**src/hw/rtl/cnrt_pkg.sv**
```systemverilog
// Package for the channel name rule translator: widths, opcodes, status codes,
// name normalization helpers and the wildcard mark type. No dependencies.
package cnrt_pkg;

  localparam int RULE_ENTRIES = 64;
  localparam int IDX_W = $clog2(RULE_ENTRIES);
  localparam int CNT_W = $clog2(RULE_ENTRIES + 1);

  localparam logic [7:0] CH_STAR  = 8'h2A;
  localparam logic [7:0] CH_QUEST = 8'h3F;

  typedef enum logic [0:0] {
    OP_INSERT = 1'b0,
    OP_LOOKUP = 1'b1
  } opcode_t;

  typedef enum logic [1:0] {
    ST_OK      = 2'd0,
    ST_NOMATCH = 2'd1,
    ST_FULL    = 2'd2
  } status_t;

  typedef struct packed {
    logic [39:0] sta;
    logic [15:0] net;
    logic [23:0] cha;
    logic [15:0] loc;
  } names_t;

  // Wild marks: [0] sta, [1] net, [2] cha, [3] third cha '?', [4] loc.
  typedef logic [4:0] marks_t;

  // Classified item handed from front to back.
  typedef struct packed {
    opcode_t op;
    names_t  key;
    names_t  map;
    marks_t  marks;
  } job_t;

  typedef struct packed {
    status_t st;
    names_t  nm;
  } result_t;

  typedef enum logic [1:0] {
    BK_IDLE,
    BK_EXACT,
    BK_WILD,
    BK_DONE
  } back_state_t;

  function automatic logic [39:0] norm5(input logic [39:0] v);
    logic [39:0] r;
    logic        alive;
    r = '0;
    alive = 1'b1;
    for (int i = 4; i >= 0; i--) begin
      if (v[i*8 +: 8] == 8'h00) alive = 1'b0;
      if (alive) r[i*8 +: 8] = v[i*8 +: 8];
    end
    return r;
  endfunction

  function automatic logic [23:0] norm3(input logic [23:0] v);
    logic [23:0] r;
    logic        alive;
    r = '0;
    alive = 1'b1;
    for (int i = 2; i >= 0; i--) begin
      if (v[i*8 +: 8] == 8'h00) alive = 1'b0;
      if (alive) r[i*8 +: 8] = v[i*8 +: 8];
    end
    return r;
  endfunction

  function automatic logic [15:0] norm2(input logic [15:0] v);
    logic [15:0] r;
    r = '0;
    if (v[15:8] != 8'h00) begin
      r[15:8] = v[15:8];
      if (v[7:0] != 8'h00) r[7:0] = v[7:0];
    end
    return r;
  endfunction

endpackage

```
**src/hw/rtl/cnrt_front.sv**
```systemverilog
// Front end: takes items, normalizes names, computes wild marks, and holds
// them in a two-entry queue for the back end. Uses cnrt_pkg.
module cnrt_front import cnrt_pkg::*; (
  input  logic        clk,
  input  logic        rst_n,
  input  logic        push,
  output logic        full,
  input  logic        in_opcode,
  input  logic [39:0] in_key_station,
  input  logic [15:0] in_key_network,
  input  logic [23:0] in_key_channel,
  input  logic [15:0] in_key_location,
  input  logic [39:0] in_map_station,
  input  logic [15:0] in_map_network,
  input  logic [23:0] in_map_channel,
  input  logic [15:0] in_map_location,
  output logic        job_valid,
  output job_t        job,
  input  logic        job_take
);

  job_t        q_r [2];
  logic        wp_r, rp_r;
  logic [1:0]  cnt_r;
  job_t        cls;
  logic        wr;

  always_comb begin
    cls.op      = opcode_t'(in_opcode);
    cls.key.sta = norm5(in_key_station);
    cls.key.net = norm2(in_key_network);
    cls.key.cha = norm3(in_key_channel);
    cls.key.loc = norm2(in_key_location);
    cls.map.sta = norm5(in_map_station);
    cls.map.net = norm2(in_map_network);
    cls.map.cha = norm3(in_map_channel);
    cls.map.loc = norm2(in_map_location);
    cls.marks[0] = (cls.key.sta == {CH_STAR, 32'h0});
    cls.marks[1] = (cls.key.net == {CH_STAR, 8'h0});
    cls.marks[2] = (cls.key.cha == {CH_STAR, 16'h0});
    cls.marks[3] = (cls.key.cha[7:0] == CH_QUEST);
    cls.marks[4] = (cls.key.loc == {CH_STAR, 8'h0});
  end

  assign full      = (cnt_r == 2'd2);
  assign wr        = push && !full;
  assign job_valid = (cnt_r != 2'd0);
  assign job       = q_r[rp_r];

  always_ff @(posedge clk) begin
    if (wr) q_r[wp_r] <= cls;
  end

  always_ff @(posedge clk) begin
    if (!rst_n) begin
      wp_r  <= 1'b0;
      rp_r  <= 1'b0;
      cnt_r <= 2'd0;
    end else begin
      if (wr) wp_r <= ~wp_r;
      if (job_take) rp_r <= ~rp_r;
      cnt_r <= cnt_r + 2'(wr) - 2'(job_take);
    end
  end

endmodule

```
**config.mk**
```make
export PLATFORM = sky130hd
export DESIGN_NAME = cnrt_front
export DESIGN_NICKNAME = d
export VERILOG_FILES = /design/src/hw/rtl/cnrt_pkg.sv /design/src/hw/rtl/cnrt_front.sv
export SDC_FILE = /design/constraint.sdc
export NUM_CORES = 1
export LEC_CHECK = 0
export BUFFER_PORTS_ARGS = -buffer_cell sky130_fd_sc_hd__buf_4
export CORE_MARGIN = 2
export CORE_UTILIZATION = 34
export DETAILED_ROUTE_END_ITERATION = 12
export GPL_ROUTABILITY_DRIVEN = 0
export PLACE_DENSITY = 0.6
export SYNTH_ARGS = -nofsm -noshare
export SYNTH_HDL_FRONTEND = slang
export SYNTH_SLANG_ARGS = --single-unit
```
**constraint.sdc**
```tcl
create_clock -name clk -period 11.9 [get_ports clk]
set_input_delay 0 -clock clk [delete_from_list [all_inputs] [get_ports clk]]
set_output_delay 0 -clock clk [all_outputs]
set_load 0.005 [all_outputs]
```
==> flow_summary.yaml <==
yosys:
  yosys_warnings: 0
  ys_seq_area_share_pct: 74.8
  yosys-top-cells-count: "edfxtp_1, mux2_2, and2_1"
  synth_edf_count: 396
  yosysTopAreaCellShare_pct: 74.2
  synth_area_per_cell_um2: 17.5
  synth-seq-cells: 401
  yosysTopAreaCell: "edfxtp_1"
  synthCells: 914
  synth.most_common_cell: "edfxtp_1"
  synth_area_leaders: "edfxtp_1, mux2_2, and2_1"
  async_reset_ff_share_pct: 0
  synthFlopType: "edfxtp_1"
  synthesis.area_um2: 16000
  synth_cell_types: 34
  synthesis.nets: 1113
sta:
  tns_ps: 0
  fmax_mhz: 296
  whs_ps: 184
  finalSetupViolations: 0
  period_needed_ps: 3380
  final-hold-violation-count: 0
  period_share_pct: 28.4
  slew_violations: 0
  fin_ws_ps: 8520
  tightest_slew_ps: 1120
  slew_headroom_pct: 25.1
  fin_skew_ps: 10.5
  rsz0062_at_grt: "false"
clock_network:
  root_buffer: "clkbuf_16"
  htree_levels: 2
  clock-sinks: 401
  numCtsBuffers: 43
  cts.clk_slew.worst_paths_ps: 60
  cts_tree: "done"
  post_cts_resized: 0
  clock_path_buffers: 3
  clk-insertion-delay-late_ps: 550
final_layout:
  fin_area_um2: 22800
  syn_to_final_growth_pct: 41.9
  antenna-diode-count: 0
  nNetsFinal: 1668
  drive_gt1_share_pct: 44.7
floorplanning:
  coreArea_um2: 46600
  num_rows: 79
  ios: 397
  die_w_um: 221
  dieArea_um2: 48900
  start_util_pct: 34.4
  fp.dieH_um: 221
detailed_routing:
  num_vias: 9682
  ant_nets: 0
  drcViolationCount: 0
  wirelength_um: 39100
  routedWlPerCell_um: 18.6
  drtPass1Iterations: 5
  vias_per_cell: 4.60
  first_iter_violations: 479
global_routing:
  overflow: 0
  grt_pass1_wl_um: 58700
  grt_pass1_vias: 10400
  grtUsageTotal_pct: 15.4
  antenna_found_initial: 0
  grt_max_degree: 74
critical_path:
  end_kind: "register"
  cp_max_fo: 68
  reg2reg_to: "q_r[0][106]"
  reg2reg_depth: 5
  crit_end: "q_r[0][106]"
  arrival_ps: 3550
  critPathLaunch: "cnt_r[0]"
  critical_path_class: "register to register"
  cp.required_ps: 12070
  r2r_start: "cnt_r[0]"
  reg2reg_slack_ps: 8520
  worst_setup_path_start_kind: "register"
power:
  vdd_ir_drop_max_mv: 0.136
  power_leakage_nw: 8.37
  p_total_mw: 3.87
  powerDensity_nw_per_um2: 170
status:
  status: "finished, final reports clean"
placement:
  io_buffer_count: 396
  dp_hpwl_um: 24800
  placed_area_um2: 19500
  dp_worst_setup_slack_ps: 8430
flow_run:
  drv_cap: 0
hold_path:
  hold_path.class: "input pin to register"
[worst max-delay path, stage by stage (launching register included)]
cell      delay (ps)
dfxtp_1          350
nand2b_1         150
nand2_1          140
nor2_4           870
buf_4            580
buf_4            810
[flip-flops by register name, indices dropped and copies added (netlist names), named ones only]
register / cells
q_r: 396
cnt_r: 2
rp_r: 1
wp_r: 1
[final cells by class]
class | instances | area [um^2]
Timing Repair Buffer | 600 | 4990
Multi-Input combinational cell | 421 | 3670
Sequential cell | 401 | 12000
Clock inverter | 15 | 154
Tap cell | 607 | 759
Clock buffer | 57 | 1170
Fill cell | 3933 | 23800
Inverter | 2 | 7.51
[metal layers]
metal	part of all wire [%]	routed length, um	vias up	track usage, %
met1	42	16300	4757	18.7
met3	8.1	3170	52	5.36
met2	48	18800	333	25.8
met5	0	0	-	0
met4	2.1	834	0	5.00
li1	-	-	4540	-
[what timing repair did]
action,in CTS,in global routing
hold buffers,196,0
hold endpoints to repair,401,0
setup endpoints to repair,0,0
buffers inserted,0,0
[per-stage QoR]
step | utilization (%) | cells
after CTS | 48.9 | 2103
after global placement | 41.8 | 1835
after detailed placement | 41.8 | 1835
final | 48.9 | 2103
after floorplan | - | 914
after global routing | 48.9 | 2103
[cell usage in the layout, fill, tap and decap left out, types with 3 or more instances in the layout]
master | synthesis | routed
buf_4 | 0 | 404
edfxtp_1 | 396 | 396
mux2_2 | 198 | 198
dlygate4sd3_1 | 0 | 196
and2_1 | 85 | 85
clkbuf_16 | 0 | 45
nor2b_1 | 22 | 22
nor4_1 | 17 | 17
nand2_1 | 14 | 14
nor2_1 | 14 | 13
clkbuf_1 | 68 | 12
and3_1 | 11 | 10
or4_1 | 8 | 8
nor3b_1 | 8 | 8
and3b_1 | 8 | 8
nand3_1 | 6 | 6
nor3_1 | 6 | 6
clkinv_1 | 0 | 6
dfxtp_1 | 5 | 4
nor4_2 | 3 | 3
xnor2_1 | 3 | 3
bufinv_16 | 0 | 3
clkinvlp_4 | 0 | 3
[report_power, final]
group / internal [mW] / switching (mW) / total (mW)
Combinational: 0.385 / 0.345 / 0.729
Sequential: 1.81 / 0.0510 / 1.87
Clock: 0.753 / 0.523 / 1.28
Total: 2.95 / 0.918 / 3.87
[worst min-delay path by stage]
| stage | start | end | slack (ps) | depth (start not counted) |
|---|---|---|---|---|
| 5_1_grt | in_key_station[36] | q_r[0][193] | 160 | 2 |
| 6_report | in_key_channel[23] | q_r[1][140] | 180 | 2 |
| 4_1_cts | in_key_station[36] | q_r[0][193] | 140 | 2 |
| 3_3_place_gp | in_opcode | q_r[0][197] | 190 | 1 |
| 2_1_floorplan | in_opcode | q_r[0][197] | 100 | 0 |
| 3_5_place_dp | in_opcode | q_r[0][197] | 190 | 1 |
[kinds of logic (layout without fill, tap and decap cells)]
kind of cell             after synthesis  count (layout)  synth area share (%)
XOR/XNOR                               4               4                 0.218
AND/OR/NAND/NOR                      211             211                  8.19
flip-flops                           401             401                  74.8
AO/OA/AOI/OAI                          6               6                 0.351
multiplexers                         198             198                  13.9
buffers and inverters                 92             674                  2.40
adder cells (fa/ha/maj)                2               2                 0.156
Note: power is estimated with default switching activity, not from simulation.
